File: config.mk
export PLATFORM = sky130hd
export DESIGN_NAME = sorted_alarm_queue_core
export DESIGN_NICKNAME = d
export VERILOG_FILES = /design/src/rtl/core/saq_pkg.sv /design/src/rtl/core/saq_controller.sv /design/src/rtl/core/saq_datapath.sv /design/src/rtl/core/sorted_alarm_queue_core.sv
export SDC_FILE = /design/constraint.sdc
export NUM_CORES = 1
export LEC_CHECK = 0
export ABC_CLOCK_PERIOD_IN_PS = 5600
export CAP_MARGIN = 20
export CORE_MARGIN = 3
export CORE_UTILIZATION = 35
export CTS_CLUSTER_DIAMETER = 200
export DETAILED_ROUTE_END_ITERATION = 16
export DONT_BUFFER_PORTS = 1
export GPL_TIMING_DRIVEN = 0
export PLACE_DENSITY = 0.52
export SETUP_SLACK_MARGIN = 0.05
export SLEW_MARGIN = 0
export SYNTH_ARGS = -nofsm -noshare
export SYNTH_HDL_FRONTEND = slang
export SYNTH_SLANG_ARGS = --single-unit
File: constraint.sdc
create_clock -name clock -period 5.6 [get_ports clock]
set_input_delay 0 -clock clock [delete_from_list [all_inputs] [get_ports clock]]
set_output_delay 0 -clock clock [all_outputs]
set_load 0.03 [all_outputs]
File: src/rtl/core/saq_pkg.sv
// Shared types and constants of the sorted alarm queue.
package saq_pkg;

   localparam int SAQ_DEPTH = 16;

   typedef enum logic {
      OP_INSERT = 1'b0,
      OP_TICK   = 1'b1
   } op_type;

   typedef struct packed {
      op_type      opcode;
      logic [15:0] delay_seconds;
      logic [7:0]  alarm_id;
   } req_type;

   typedef struct packed {
      logic       fired;
      logic [7:0] fired_tag;
      logic       rejected;
      logic [4:0] pending;
   } rsp_type;

   typedef enum logic [1:0] {
      ST_IDLE,
      ST_EXECUTE,
      ST_LOAD
   } state_type;

   typedef struct packed {
      logic capture;
      logic execute;
      logic load;
      logic respond;
   } cmd_type;

   typedef struct packed {
      logic can_load;
   } status_type;

endpackage

File: src/rtl/core/saq_controller.sv
// Sequencer of the sorted alarm queue: accept, execute, load head, respond.
module saq_controller
   import saq_pkg::*;
(
   input  logic       clock,
   input  logic       reset,
   input  logic       start,
   output logic       busy,
   input  status_type status,
   output cmd_type    cmd
);

   state_type state_ff;
   state_type state_in;

   always_ff @(posedge clock) begin
      if (reset) begin
         state_ff <= ST_IDLE;
      end else begin
         state_ff <= state_in;
      end
   end

   always_comb begin
      case (state_ff)
         ST_IDLE: begin
            state_in = start ? ST_EXECUTE : ST_IDLE;
         end
         ST_EXECUTE: begin
            state_in = ST_LOAD;
         end
         ST_LOAD: begin
            state_in = ST_IDLE;
         end
         default: begin
            state_in = ST_IDLE;
         end
      endcase
   end

   always_comb begin
      cmd  = '0;
      busy = 1'b1;
      case (state_ff)
         ST_IDLE: begin
            busy        = 1'b0;
            cmd.capture = start;
         end
         ST_EXECUTE: begin
            cmd.execute = 1'b1;
         end
         ST_LOAD: begin
            cmd.load    = status.can_load;
            cmd.respond = 1'b1;
         end
         default: begin
            busy = 1'b1;
         end
      endcase
   end

endmodule

File: src/rtl/core/saq_datapath.sv
// Datapath of the sorted alarm queue: sorted shift-register cells and countdown.
module saq_datapath
   import saq_pkg::*;
#(
   parameter int DEPTH = SAQ_DEPTH
)
(
   input  logic       clock,
   input  logic       reset,
   input  req_type    req_data,
   input  cmd_type    cmd,
   output status_type status,
   output logic       rsp_valid,
   output rsp_type    rsp_data
);

   localparam int CW = $clog2(DEPTH + 1);

   logic [15:0]   delay_ff [DEPTH];
   logic [15:0]   delay_in [DEPTH];
   logic [7:0]    tag_ff   [DEPTH];
   logic [7:0]    tag_in   [DEPTH];
   logic [CW-1:0] count_ff;
   logic [CW-1:0] count_in;
   logic          counting_ff;
   logic          counting_in;
   logic [15:0]   remaining_ff;
   logic [15:0]   remaining_in;
   logic [7:0]    active_tag_ff;
   logic [7:0]    active_tag_in;
   req_type       req_ff;
   req_type       req_in;
   logic          fired_ff;
   logic          fired_in;
   logic [7:0]    fired_tag_ff;
   logic [7:0]    fired_tag_in;
   logic          rejected_ff;
   logic          rejected_in;
   logic          rsp_valid_ff;
   logic          rsp_valid_in;
   rsp_type       rsp_data_ff;
   rsp_type       rsp_data_in;

   logic [DEPTH-1:0] le;
   logic             full;
   logic [CW+4:0]    count_ext;

   always_ff @(posedge clock) begin
      if (reset) begin
         count_ff      <= '0;
         counting_ff   <= 1'b0;
         remaining_ff  <= '0;
         active_tag_ff <= '0;
         rsp_valid_ff  <= 1'b0;
      end else begin
         count_ff      <= count_in;
         counting_ff   <= counting_in;
         remaining_ff  <= remaining_in;
         active_tag_ff <= active_tag_in;
         rsp_valid_ff  <= rsp_valid_in;
      end
   end

   always_ff @(posedge clock) begin
      delay_ff     <= delay_in;
      tag_ff       <= tag_in;
      req_ff       <= req_in;
      fired_ff     <= fired_in;
      fired_tag_ff <= fired_tag_in;
      rejected_ff  <= rejected_in;
      rsp_data_ff  <= rsp_data_in;
   end

   always_comb begin
      for (int k = 0; k < DEPTH; k++) begin
         le[k] = (CW'(k) < count_ff) && (delay_ff[k] <= req_ff.delay_seconds);
      end
   end

   assign full            = (count_ff == CW'(DEPTH));
   assign status.can_load = !counting_ff && (count_ff != '0);

   always_comb begin
      delay_in      = delay_ff;
      tag_in        = tag_ff;
      count_in      = count_ff;
      counting_in   = counting_ff;
      remaining_in  = remaining_ff;
      active_tag_in = active_tag_ff;
      req_in        = cmd.capture ? req_data : req_ff;
      fired_in      = fired_ff;
      fired_tag_in  = fired_tag_ff;
      rejected_in   = rejected_ff;

      if (cmd.execute) begin
         fired_in     = 1'b0;
         fired_tag_in = '0;
         rejected_in  = 1'b0;
         if (req_ff.opcode == OP_INSERT) begin
            if (full) begin
               rejected_in = 1'b1;
            end else begin
               if (!le[0]) begin
                  delay_in[0] = req_ff.delay_seconds;
                  tag_in[0]   = req_ff.alarm_id;
               end
               for (int k = 1; k < DEPTH; k++) begin
                  if (!le[k]) begin
                     if (le[k-1]) begin
                        delay_in[k] = req_ff.delay_seconds;
                        tag_in[k]   = req_ff.alarm_id;
                     end else begin
                        delay_in[k] = delay_ff[k-1];
                        tag_in[k]   = tag_ff[k-1];
                     end
                  end
               end
               count_in = count_ff + CW'(1);
            end
         end else if (counting_ff) begin
            if (remaining_ff <= 16'd1) begin
               fired_in     = 1'b1;
               fired_tag_in = active_tag_ff;
               counting_in  = 1'b0;
               remaining_in = '0;
            end else begin
               remaining_in = remaining_ff - 16'd1;
            end
         end
      end

      if (cmd.load) begin
         remaining_in  = delay_ff[0];
         active_tag_in = tag_ff[0];
         counting_in   = 1'b1;
         for (int k = 0; k < DEPTH - 1; k++) begin
            delay_in[k] = delay_ff[k+1];
            tag_in[k]   = tag_ff[k+1];
         end
         count_in = count_ff - CW'(1);
      end
   end

   assign count_ext = {5'b0, count_in};

   always_comb begin
      rsp_valid_in          = cmd.respond;
      rsp_data_in.fired     = fired_ff;
      rsp_data_in.fired_tag = fired_tag_ff;
      rsp_data_in.rejected  = rejected_ff;
      rsp_data_in.pending   = count_ext[4:0];
   end

   assign rsp_valid = rsp_valid_ff;
   assign rsp_data  = rsp_data_ff;

endmodule

File: src/rtl/core/sorted_alarm_queue_core.sv
// Top level of the sorted alarm queue: controller and datapath.
//
// Each beat on req_data is an insert or a one-second tick. A beat is taken when start is
// high and busy is low; busy then stays high through the execute and head-load states (the
// response register fills during head load), so no new beat is taken before both are over.
// The result beat shows on rsp_data for exactly one cycle with rsp_valid high, registered
// from the head-load state, when busy is already low again, and the receiver cannot stall
// it. Inserts land in a row of DEPTH shift-register cells that compare against the new
// delay in parallel; equal delays queue behind older ones. An insert into a full queue is
// dropped and flagged as rejected. Pending counts wrap modulo 32.
module sorted_alarm_queue_core
   import saq_pkg::*;
#(
   parameter int DEPTH = SAQ_DEPTH
)
(
   input  logic    clock,
   input  logic    reset,
   input  logic    start,
   output logic    busy,
   input  req_type req_data,
   output logic    rsp_valid,
   output rsp_type rsp_data
);

   cmd_type    cmd;
   status_type status;

   saq_controller u_controller (
      .clock  (clock),
      .reset  (reset),
      .start  (start),
      .busy   (busy),
      .status (status),
      .cmd    (cmd)
   );

   saq_datapath #(
      .DEPTH (DEPTH)
   ) u_datapath (
      .clock     (clock),
      .reset     (reset),
      .req_data  (req_data),
      .cmd       (cmd),
      .status    (status),
      .rsp_valid (rsp_valid),
      .rsp_data  (rsp_data)
   );

endmodule

==> results of run 1 <==
-- metal layers --
metal | global-route usage | up-vias | share of wire
met2 | 0.3889 | 1070 | 0.45
li1 | - | 9986 | -
met4 | 0.09827 | 0 | 0.044
met3 | 0.03965 | 241 | 0.076
met5 | 0 | - | 0
met1 | 0.3215 | 11053 | 0.43
-- worst max-delay path, cell delays in order, from the launching register on --
cell                        delay [ns]
sky130_fd_sc_hd__edfxtp_1         0.58
sky130_fd_sc_hd__clkbuf_2         0.57
sky130_fd_sc_hd__inv_1            0.55
sky130_fd_sc_hd__buf_16           0.33
sky130_fd_sc_hd__ha_1             0.31
sky130_fd_sc_hd__nand4_1          0.19
sky130_fd_sc_hd__a2111oi_0        0.48
sky130_fd_sc_hd__a2111oi_1        0.19
sky130_fd_sc_hd__o32ai_2          0.63
sky130_fd_sc_hd__clkbuf_1         0.47
sky130_fd_sc_hd__nand2b_1         0.52
sky130_fd_sc_hd__buf_16           0.22
-- per-stage QoR --
step | hold WS (ns) | utilization | setup slack [ns] | power (W) | cell area [um2]
final | 0.01741 | 0.4138 | 0.2258 | 0.008962 | 32210
after global routing | 0.004130 | 0.4138 | 0.07200 | 0.009257 | 32210
after CTS | 0.0006631 | 0.4116 | 0.06250 | 0.008985 | 32040
after detailed placement | 0.09893 | 0.3810 | -0.6723 | 0.005191 | 29660
after global placement | 0.09893 | 0.3723 | -2.264 | 0.005090 | 28980
after floorplan | 0.09887 | - | 0.8459 | 0.004727 | 27680
-- state kept, by name, indices dropped and copies added (netlist names) --
name and flops:
u_datapath.active_tag_ff 8, u_datapath.rsp_valid 1, u_datapath.rsp_data 15, u_datapath.count_ff 5
u_datapath.fired_tag_ff 8, u_datapath.rejected_ff 1, u_datapath.fired_ff 1, u_datapath.remaining_ff 16
u_datapath.req_ff 25, u_datapath.tag_ff 128, u_controller.state_ff 2, u_datapath.delay_ff 256
u_datapath.counting_ff 1
-- power groups by stage --
stage / Clock, W / Combinational [W] / Sequential [W]
floorplan: 0 / 0.000604 / 0.00412
global placement: 0 / 0.000873 / 0.00422
detailed placement: 0 / 0.000982 / 0.00421
CTS: 0.00383 / 0.00102 / 0.00413
global route: 0.00397 / 0.00114 / 0.00415
finish: 0.00378 / 0.00104 / 0.00414
-- worst max path at each step --
stage,start,endpoint,cells past startpoint
after floorplan,u_datapath.req_ff[23],u_datapath.delay_ff[32],9
after global placement,u_datapath.req_ff[19],u_datapath.delay_ff[22],10
after detailed placement,u_datapath.req_ff[17],u_datapath.delay_ff[58],12
after CTS,u_datapath.req_ff[14],u_datapath.delay_ff[70],11
after global routing,u_datapath.req_ff[12],u_datapath.delay_ff[58],11
final,u_datapath.req_ff[22],u_datapath.delay_ff[249],11
-- placed cells by master (no fill, tap or decap), types with 21 or more instances in the layout --
master and n:
sky130_fd_sc_hd__clkbuf_1 123, sky130_fd_sc_hd__buf_16 21, sky130_fd_sc_hd__inv_1 74, sky130_fd_sc_hd__dlygate4sd3_1 44, sky130_fd_sc_hd__edfxtp_1 419, sky130_fd_sc_hd__and2_1 196, sky130_fd_sc_hd__clkbuf_16 56, sky130_fd_sc_hd__dfxtp_1 48
sky130_fd_sc_hd__and3_1 33, sky130_fd_sc_hd__nand3b_1 23, sky130_fd_sc_hd__a22o_1 71, sky130_fd_sc_hd__o221ai_1 24, sky130_fd_sc_hd__nand4_1 42, sky130_fd_sc_hd__buf_2 30, sky130_fd_sc_hd__ha_1 261, sky130_fd_sc_hd__a221o_1 290
sky130_fd_sc_hd__a21oi_1 132, sky130_fd_sc_hd__nor2_1 85, sky130_fd_sc_hd__o21ai_0 81, sky130_fd_sc_hd__mux2_2 24, sky130_fd_sc_hd__nand3_1 69, sky130_fd_sc_hd__nand2_1 175
-- layout make-up --
class / count / area (um2)
plain buffers: 161 / 669.4
clock buffers: 68 / 1456
clock inverters: 30 / 412.9
fillers: 7449 / 45640
inverters: 80 / 319.1
multi-input cells: 1719 / 13210
flip-flops and latches: 467 / 13540
well taps: 1040 / 1301
repair buffers: 93 / 1299
-- kinds of logic after synthesis --
group,Yosys count
adder cells (fa/ha/maj),261
AO/OA/AOI/OAI,701
buffers and inverters,241
AND/OR/NAND/NOR,719
flip-flops,467
multiplexers,25
XOR/XNOR,13
-- timing repair --
| item | 4_1_cts | 5_1_grt |
|---|---|---|
| gates resized for setup | 11 | 11 |
| endpoints found under the hold margin | 55 | 0 |
| cloned | 0 | 0 |
| buffers inserted | 6 | 13 |
| endpoints found under the setup margin | 278 | 73 |
| hold buffers | 44 | 0 |
==> flow_metrics.env, run 1 <==
export IMPL_outcome="finished, final reports clean"
export IMPL_synth_edf_count=419
export IMPL_final_layout_size_suffix_gt1_frac=0.09015
export IMPL_final_antenna_net_count=0
export IMPL_totalNegativeSetupSlack_ns=0
export IMPL_port_buffers=0
export IMPL_cap_violations=0
export IMPL_synth_cell_area_mm2=0.02768
export IMPL_synth_seq_cells=467
export IMPL_clock_skew_ns=0.02507
export IMPL_share_clk_of_total_power=0.421
export IMPL_cts_tree="done"
export IMPL_synth_top_cells_by_count="sky130_fd_sc_hd__edfxtp_1, sky130_fd_sc_hd__a221o_1, sky130_fd_sc_hd__ha_1"
export IMPL_grt_pass1_vias=22369
export IMPL_synthAdderAreaFrac=0.1180
export IMPL_min_delay_start="req_data[1]"
export IMPL_cts_htree_levels=2
export IMPL_layout_nets=2865
export IMPL_power_density_mw_per_mm2=278.2
export IMPL_worst_slew_margin_rel=0.3214
export IMPL_rsz_0062_raised_after_global_routing="no"
export IMPL_worst_r2r_endpoint="u_datapath.delay_ff[249]"
export IMPL_detail_route_first_pass_iterations=6
export IMPL_post_synth_and_or_nand_nor_area_fraction=0.1383
export IMPL_final_hold_viol_count=0
export IMPL_core_area_mm2=0.07785
export IMPL_clock_root_buffer="sky130_fd_sc_hd__clkbuf_16"
export IMPL_cp_arrival_ns=5.70
export IMPL_yosysWarningCount=0
export IMPL_timing_final_max_slew_violations=0
export IMPL_worst_setup_path_class="flop to flop"
export IMPL_clock_insertion_delay_worst_skew_ns=0.63
export IMPL_drt_total_wl_mm=101.5
export IMPL_startpoint_kind_of_the_worst_setup_timing_path="flop"
export IMPL_switching_share=0.2646
export IMPL_yosys_cell_types_count=72
export IMPL_power_share_combinational=0.117
export IMPL_p_int_w=0.006590
export IMPL_cts_buffers_inserted=54
export IMPL_main_combinational_cell_family_by_area_after_synthesis="compound AO/OA/AOI/OAI gates"
export IMPL_number_of_antenna_violations_at_the_first_check_in_global_routing=2
export IMPL_route_vias_total=22350
export IMPL_wl_per_cell_um=27.75
export IMPL_max_freq_mhz=186.1
export IMPL_standby_leakage_power_nw=12.25
export IMPL_total_switching_power_w=0.002371
export IMPL_drt_first_iter_violations=2191
export IMPL_die_height_um=287.2
export IMPL_largest_fanout_on_the_critical_path=17
export IMPL_setup_reg_to_reg_worst_slack_ns=0.23
export IMPL_syn_nets=2716
export IMPL_clk_pin_slew_worst_paths_ns=0.06
export IMPL_cts_buffer_depth=3
export IMPL_place_gp_congestion=0.9229
export IMPL_top_level_ports=45
export IMPL_worstRegToRegCells=11
export IMPL_slew_at_the_pin_closest_to_its_max_slew_limit_ns=1.004
export IMPL_setup_viol_count_final=0
export IMPL_global_route_usage_total=0.2409
export IMPL_num_antenna_cells=0
export IMPL_synthMuxAreaShare=0.01013
export IMPL_seq_area_frac_synth=0.4893
export IMPL_yosys_area_share_xor_xnor=0.004113
export IMPL_post_place_cells=3494
export IMPL_clock_sinks=467
export IMPL_syn_instance_count=2427
export IMPL_grt_pass1_wl_mm=147.8
export IMPL_initial_utilization=0.3556
export IMPL_min_path_type="input pin to flop"
export IMPL_detail_route_vias_per_cell=6.110
export IMPL_crit_path_end_kind="flop"
export IMPL_stdcell_count=3658
export IMPL_most_area_hungry_cell_type_in_the_yosys_netlist="sky130_fd_sc_hd__edfxtp_1"
export IMPL_worst_ir_drop_vdd_mv=0.2438
export IMPL_std_cell_rows=102
export IMPL_synth_compound_area_share=0.2057
export IMPL_detailedPlacementHpwl_mm=77.18
export IMPL_final_min_clock_period_ns=5.374
export IMPL_share_seq_of_total_power=0.462
export IMPL_synth_top_area_frac=0.4545
export IMPL_synth_top_flop_cell="sky130_fd_sc_hd__edfxtp_1"
export IMPL_ys_top_cells_by_area="sky130_fd_sc_hd__edfxtp_1, sky130_fd_sc_hd__ha_1, sky130_fd_sc_hd__a221o_1"
export IMPL_critPathRequiredTime_ns=5.92
export IMPL_synthArstFlopShare=0
export IMPL_drc=0
export IMPL_syn2layout_area_growth_pct=16.38
export IMPL_grt_max_degree=25
export IMPL_die_w_um=287.2
export IMPL_post_synth_cell_area_avg_um2=11.41
export IMPL_layout_worst_path_cycle_share=0.9597
export IMPL_most_frequent_cell_after_synthesis="sky130_fd_sc_hd__edfxtp_1"
export IMPL_worstHoldEndpoint="u_datapath.req_ff[1]"
export IMPL_die_area_mm2=0.08250
export IMPL_r2r_start="u_datapath.req_ff[22]"
export IMPL_grt_ovfl_total=0
export IMPL_worstHoldPathCells=1
Note: power is estimated with default switching activity, not from simulation.
==> inputs of run 2 (changes only) <==
BUFFER_PORTS_ARGS = -buffer_cell sky130_fd_sc_hd__buf_2   (was default)
DONT_BUFFER_PORTS = default   (was 1)
==> run 2 against run 1 <==
Effect of this change: non-clock buffer count rose by 21; final area grew 0.17%; register-to-register slack better by 0.09 ns; global-route usage about the same; largest cell class unchanged; highest routed layer unchanged.
==> flow_metrics.env, run 2 (synthesized netlist as in run 1, its figures left out) <==
export IMPL_outcome="finished, final reports clean"
export IMPL_port_buffers=43
export IMPL_top_level_ports=45
export IMPL_drt_first_iter_violations=2373
export IMPL_layout_nets=2887
export IMPL_detailedPlacementHpwl_mm=77.09
export IMPL_min_path_type="input pin to flop"
export IMPL_clock_root_buffer="sky130_fd_sc_hd__clkbuf_16"
export IMPL_rsz_0062_raised_after_global_routing="no"
export IMPL_timing_critical_path_slowest_cell_delay_ns=0.59
export IMPL_met1_wire_length_mm=44.29
export IMPL_largest_register="u_datapath.delay_ff"
export IMPL_final_antenna_net_count=0
export IMPL_core_area_mm2=0.07785
export IMPL_highest_count_cells_in_the_layout_ignoring_fill_and_taps="sky130_fd_sc_hd__edfxtp_1, sky130_fd_sc_hd__a221o_1, sky130_fd_sc_hd__ha_1"
export IMPL_wl_per_cell_um=27.68
export IMPL_layout_commonest_cell="sky130_fd_sc_hd__edfxtp_1"
export IMPL_cts_buffers_inserted=55
export IMPL_grt_max_degree=25
export IMPL_cp_slowest_cell="sky130_fd_sc_hd__clkbuf_1"
export IMPL_cp_top_family="buffers and inverters"
export IMPL_layout_worst_path_cycle_share=0.9445
export IMPL_grt_ovfl_total=0
export IMPL_drt_total_wl_mm=102.0
export IMPL_die_area_mm2=0.08250
export IMPL_global_route_usage_total=0.2412
export IMPL_num_antenna_cells=0
export IMPL_n_fill_cell=7398
export IMPL_standby_leakage_power_nw=12.35
export IMPL_cts_tree="done"
export IMPL_detail_route_first_pass_iterations=6
export IMPL_worst_setup_path_class="flop to flop"
export IMPL_worst_ir_drop_vdd_mv=0.2268
export IMPL_crit_buf_inv=5
export IMPL_cts_buffer_depth=3
export IMPL_setup_viol_count_final=0
export IMPL_max_freq_mhz=189.1
export IMPL_drc=0
export IMPL_largest_fanout_on_the_critical_path=16
export IMPL_timing_final_max_slew_violations=0
export IMPL_initial_utilization=0.3556
export IMPL_r2r_start="u_datapath.req_ff[16]"
export IMPL_clock_skew_ns=0.02629
export IMPL_crit_path_end_kind="flop"
export IMPL_slew_at_the_pin_closest_to_its_max_slew_limit_ns=1.034
export IMPL_min_delay_start="req_data[22]"
export IMPL_power_density_mw_per_mm2=278.6
export IMPL_core_util_final=0.4145
export IMPL_route_vias_total=22435
export IMPL_seq_area_mm2=0.01354
export IMPL_die_w_um=287.2
export IMPL_final_hold_viol_count=0
export IMPL_post_place_cells=3538
export IMPL_clock_insertion_delay_worst_skew_ns=0.63
export IMPL_number_of_antenna_violations_at_the_first_check_in_global_routing=1
export IMPL_timing_critical_path_cells="clkbuf_2 -> inv_1 -> buf_8 -> ha_1 -> nand4_1 -> nor4_1 -> a2111o_1 -> a32o_1 -> clkbuf_1 -> nand2b_2 -> buf_16"
export IMPL_met3WireLength_mm=6.737
export IMPL_cap_violations=0
export IMPL_std_cell_rows=102
export IMPL_top_regs="u_datapath.delay_ff: 256 flops, u_datapath.tag_ff: 128 flops, u_datapath.req_ff: 25 flops"
export IMPL_grt_pass1_vias=22222
export IMPL_critPathRequiredTime_ns=5.92
export IMPL_cp_arrival_ns=5.61
export IMPL_final_min_clock_period_ns=5.289
export IMPL_grt_pass1_wl_mm=148.1
export IMPL_routed_top_layer="met4"
export IMPL_multi_input_comb_area_mm2=0.01322
export IMPL_clk_pin_slew_worst_paths_ns=0.06
export IMPL_startpoint_kind_of_the_worst_setup_timing_path="flop"
export IMPL_largest_register_ff_count=256
export IMPL_worst_slew_margin_rel=0.3011
export IMPL_final_layout_size_suffix_gt1_frac=0.1017
export IMPL_clock_sinks=467
export IMPL_detail_route_vias_per_cell=6.088
export IMPL_met2RoutedLength_mm=47.11
export IMPL_startpoint="u_datapath.req_ff[16]"
export IMPL_totalNegativeSetupSlack_ns=0
export IMPL_cts_htree_levels=2
export IMPL_die_height_um=287.2
export IMPL_syn2layout_area_growth_pct=16.58
export IMPL_place_gp_congestion=0.9242
export IMPL_stdcell_count=3685
run 2: cell count changes in the layout (fill, tap and decap cells not counted), sizes merged:
cell	previous run	this run
bufinv	8	7
clkinvlp	8	6
buf	87	126
dlymetal6s2s	1	0
dlygate4sd3	44	27
clkdlybuf4s15	0	1
clkbuf	190	191
clkinv	17	24
run 2: repair_timing:
action	4_1_cts	5_1_grt
hold buffers	27	0
endpoints found under the setup margin	222	32
setup buffers	12	3
resized for setup	14	13
hold endpoints to repair	39	0
run 2: worst paths after layout:
check,end,slack [ns],cells past startpoint
max,u_datapath.delay_ff[73],0.31,11
min,u_datapath.req_ff[22],0.08,2
max reg2reg,u_datapath.delay_ff[73],0.31,11
min reg2reg,u_datapath.rsp_data[11],0.35,0
run 2: cell type report:
cell class | instances | share of cell area
plain buffers | 161 | 0.02102
clock buffers | 70 | 0.04761
clock inverters | 34 | 0.01055
inverters | 80 | 0.009771
multi-input cells | 1719 | 0.4096
flip-flops and latches | 467 | 0.4197
well taps | 1040 | 0.04032
repair buffers | 114 | 0.04149
run 2: routing by layer:
layer | vias up | track usage
met1 | 11240 | 0.3220
met2 | 936 | 0.3953
met4 | 0 | 0.08974
met3 | 197 | 0.03703
li1 | 10062 | -
met5 | - | 0
run 2: report_power, final:
group	switching [W]	total [W]	internal, W
logic	0.000662	0.00106	0.000400
registers	0.000163	0.00413	0.00397
clock network	0.00155	0.00380	0.00225
run 2: through the flow:
step | total power [W] | instance area [um2] | setup WS, ns | hold WS (ns)
detailed placement | 0.005210 | 29920 | -0.7698 | 0.1781
CTS | 0.009020 | 32200 | 0.09585 | 0.05746
finish | 0.008991 | 32270 | 0.3110 | 0.08350
global route | 0.009278 | 32270 | 0.1676 | 0.06873
global placement | 0.005104 | 29200 | -2.294 | 0.1770
floorplan | 0.004727 | 27680 | 0.8459 | 0.09887
==> inputs of run 3 (changes only) <==
RECOVER_POWER = 50   (was default)
==> run 3 against run 2 <==
Effect of this change: the flow now finishes with violations (capacitance limit, slew limit); fmax decreased by 1.7%; first-iteration DRC count decreased by 7.0%; critical path depth stayed put.
==> flow_metrics.env, run 3 (synthesized netlist as in run 1, its figures left out) <==
export IMPL_switching_share=0.2639
export IMPL_cp_arrival_ns=5.70
export IMPL_num_antenna_cells=0
export IMPL_setup_reg_to_reg_worst_slack_ns=0.22
export IMPL_grt_pass1_vias=22222
export IMPL_seq_area_mm2=0.01354
export IMPL_globalRoute_busiestLayer="met2"
export IMPL_outcome="complete, but fails checks"
export IMPL_die_height_um=287.2
export IMPL_stdcell_count=3685
export IMPL_max_freq_mhz=185.9
export IMPL_drt_first_iter_violations=2208
export IMPL_layout_worst_path_cycle_share=0.9604
export IMPL_clock_insertion_delay_worst_skew_ns=0.63
export IMPL_power_share_combinational=0.117
export IMPL_cap_violations=2
export IMPL_clock_skew_ns=0.02771
export IMPL_worst_slew_margin_rel=-0.2528
export IMPL_min_path_type="input pin to flop"
export IMPL_layout_commonest_cell="sky130_fd_sc_hd__edfxtp_1"
export IMPL_worst_setup_path_endpoint="u_datapath.delay_ff[89]"
export IMPL_worst_setup_path_class="flop to flop"
export IMPL_grt_ovfl_total=0
export IMPL_grt_util_met3=0.03703
export IMPL_drt_total_wl_mm=102.1
export IMPL_startpoint_kind_of_the_worst_setup_timing_path="flop"
export IMPL_wl_per_cell_um=27.70
export IMPL_total_switching_power_w=0.002370
export IMPL_die_w_um=287.2
export IMPL_critPathRequiredTime_ns=5.92
export IMPL_timing_final_max_slew_violations=34
export IMPL_port_buffers=43
export IMPL_std_cell_rows=102
export IMPL_place_gp_congestion=0.9242
export IMPL_drc=0
export IMPL_r2r_start="u_datapath.req_ff[16]"
export IMPL_cts_buffers_inserted=55
export IMPL_groute_layer_met2_usage=0.3953
export IMPL_worstRegToRegCells=11
export IMPL_groute_layer_met1_usage=0.3220
export IMPL_post_place_cells=3538
export IMPL_die_area_mm2=0.08250
export IMPL_worst_ir_drop_vdd_mv=0.2276
export IMPL_route_vias_total=22401
export IMPL_setup_viol_count_final=0
export IMPL_rsz_0062_raised_after_global_routing="no"
export IMPL_cts_tree="done"
export IMPL_top_level_ports=45
export IMPL_crit_path_end_kind="flop"
export IMPL_detailedPlacementHpwl_mm=77.09
export IMPL_final_layout_size_suffix_gt1_frac=0.08129
export IMPL_violations="capacitance limit, slew limit"
export IMPL_number_of_antenna_violations_at_the_first_check_in_global_routing=2
export IMPL_global_route_usage_total=0.2412
export IMPL_largest_fanout_on_the_critical_path=16
export IMPL_clock_sinks=467
export IMPL_largest_register="u_datapath.delay_ff"
export IMPL_detail_route_vias_per_cell=6.079
export IMPL_syn2layout_area_growth_pct=16.06
export IMPL_n_fill_cell=7432
export IMPL_largest_register_ff_count=256
export IMPL_standby_leakage_power_nw=12.17
export IMPL_final_min_clock_period_ns=5.378
export IMPL_grt_pass1_wl_mm=148.1
export IMPL_clock_root_buffer="sky130_fd_sc_hd__clkbuf_16"
export IMPL_p_int_w=0.006612
export IMPL_multi_input_comb_area_mm2=0.01317
export IMPL_worstHoldPathCells=2
export IMPL_top_regs="u_datapath.delay_ff: 256 flops, u_datapath.tag_ff: 128 flops, u_datapath.req_ff: 25 flops"
export IMPL_share_clk_of_total_power=0.423
export IMPL_final_antenna_net_count=0
export IMPL_grt_max_degree=25
export IMPL_power_density_mw_per_mm2=279.6
export IMPL_initial_utilization=0.3556
export IMPL_highest_count_cells_in_the_layout_ignoring_fill_and_taps="sky130_fd_sc_hd__edfxtp_1, sky130_fd_sc_hd__a221o_1, sky130_fd_sc_hd__ha_1"
export IMPL_layout_nets=2887
export IMPL_cts_buffer_depth=3
export IMPL_share_seq_of_total_power=0.460
export IMPL_startpoint="u_datapath.req_ff[16]"
export IMPL_detail_route_first_pass_iterations=6
export IMPL_core_util_final=0.4127
export IMPL_cts_htree_levels=2
export IMPL_clk_pin_slew_worst_paths_ns=0.06
export IMPL_slew_at_the_pin_closest_to_its_max_slew_limit_ns=1.879
export IMPL_core_area_mm2=0.07785
export IMPL_final_hold_viol_count=0
export IMPL_worst_r2r_endpoint="u_datapath.delay_ff[89]"
-- run 3: layer usage --
metal  up-vias  part of all wire
li1      10045                 -
met1     11168              0.43
met2       979              0.46
met3       209             0.071
met4         0             0.039
met5         -                 0
-- run 3: how the worst min path moves through the flow --
stage / slack (ns) / endpoint / startpoint
global placement: 0.18 / u_datapath.req_ff[0] / req_data[0]
detailed placement: 0.18 / u_datapath.req_ff[10] / req_data[10]
finish: 0.08 / u_datapath.req_ff[22] / req_data[22]
CTS: 0.06 / u_datapath.req_ff[8] / req_data[8]
floorplan: 0.1 / u_datapath.req_ff[0] / req_data[0]
global route: 0.07 / u_datapath.req_ff[24] / req_data[24]
-- run 3: power groups by stage --
stage	sequential (W)	clock, W	combinational (W)
after floorplan	0.00412	0	0.000604
after global placement	0.00421	0	0.000897
after detailed placement	0.00420	0	0.00101
after CTS	0.00413	0.00385	0.00105
after global routing	0.00414	0.00398	0.00114
final	0.00414	0.00380	0.00105
-- run 3: metrics by stage --
stage	power [W]	hold WS [ns]	TNS [ns]	worst slack, ns	instance area (um2)
final	0.008982	0.08269	0	0.2216	32130
after detailed placement	0.005210	0.1781	-41.88	-0.7698	29920
after CTS	0.009020	0.05746	0	0.09585	32200
after global routing	0.009268	0.06873	0	0.08723	32130
after global placement	0.005104	0.1770	-360.04	-2.294	29200
after floorplan	0.004727	0.09887	0	0.8459	27680
-- run 3: timing repair --
action	in CTS	in global routing
endpoints found under the setup margin	222	32
endpoints found under the hold margin	39	0
hold buffers	27	0
gates resized for setup	14	13
buffers inserted	12	3
-- run 3: cell type report --
type | count | share of cell area
inverters | 80 | 0.009814
clock buffers | 70 | 0.04782
flip-flops and latches | 467 | 0.4215
repair buffers | 114 | 0.03945
plain buffers | 161 | 0.02021
well taps | 1040 | 0.04050
clock inverters | 34 | 0.01059
multi-input cells | 1719 | 0.4101
-- run 3: critical path, cell delays in order (launching register included) --
cell and delay (ns):
sky130_fd_sc_hd__edfxtp_1 0.54, sky130_fd_sc_hd__clkbuf_2 0.46, sky130_fd_sc_hd__inv_1 0.57, sky130_fd_sc_hd__buf_8 0.35
sky130_fd_sc_hd__ha_1 0.29, sky130_fd_sc_hd__nand4_1 0.15, sky130_fd_sc_hd__nor4_1 0.58, sky130_fd_sc_hd__a211o_1 0.28
sky130_fd_sc_hd__a31o_1 0.36, sky130_fd_sc_hd__clkbuf_1 0.62, sky130_fd_sc_hd__nand2b_1 0.58, sky130_fd_sc_hd__buf_16 0.23
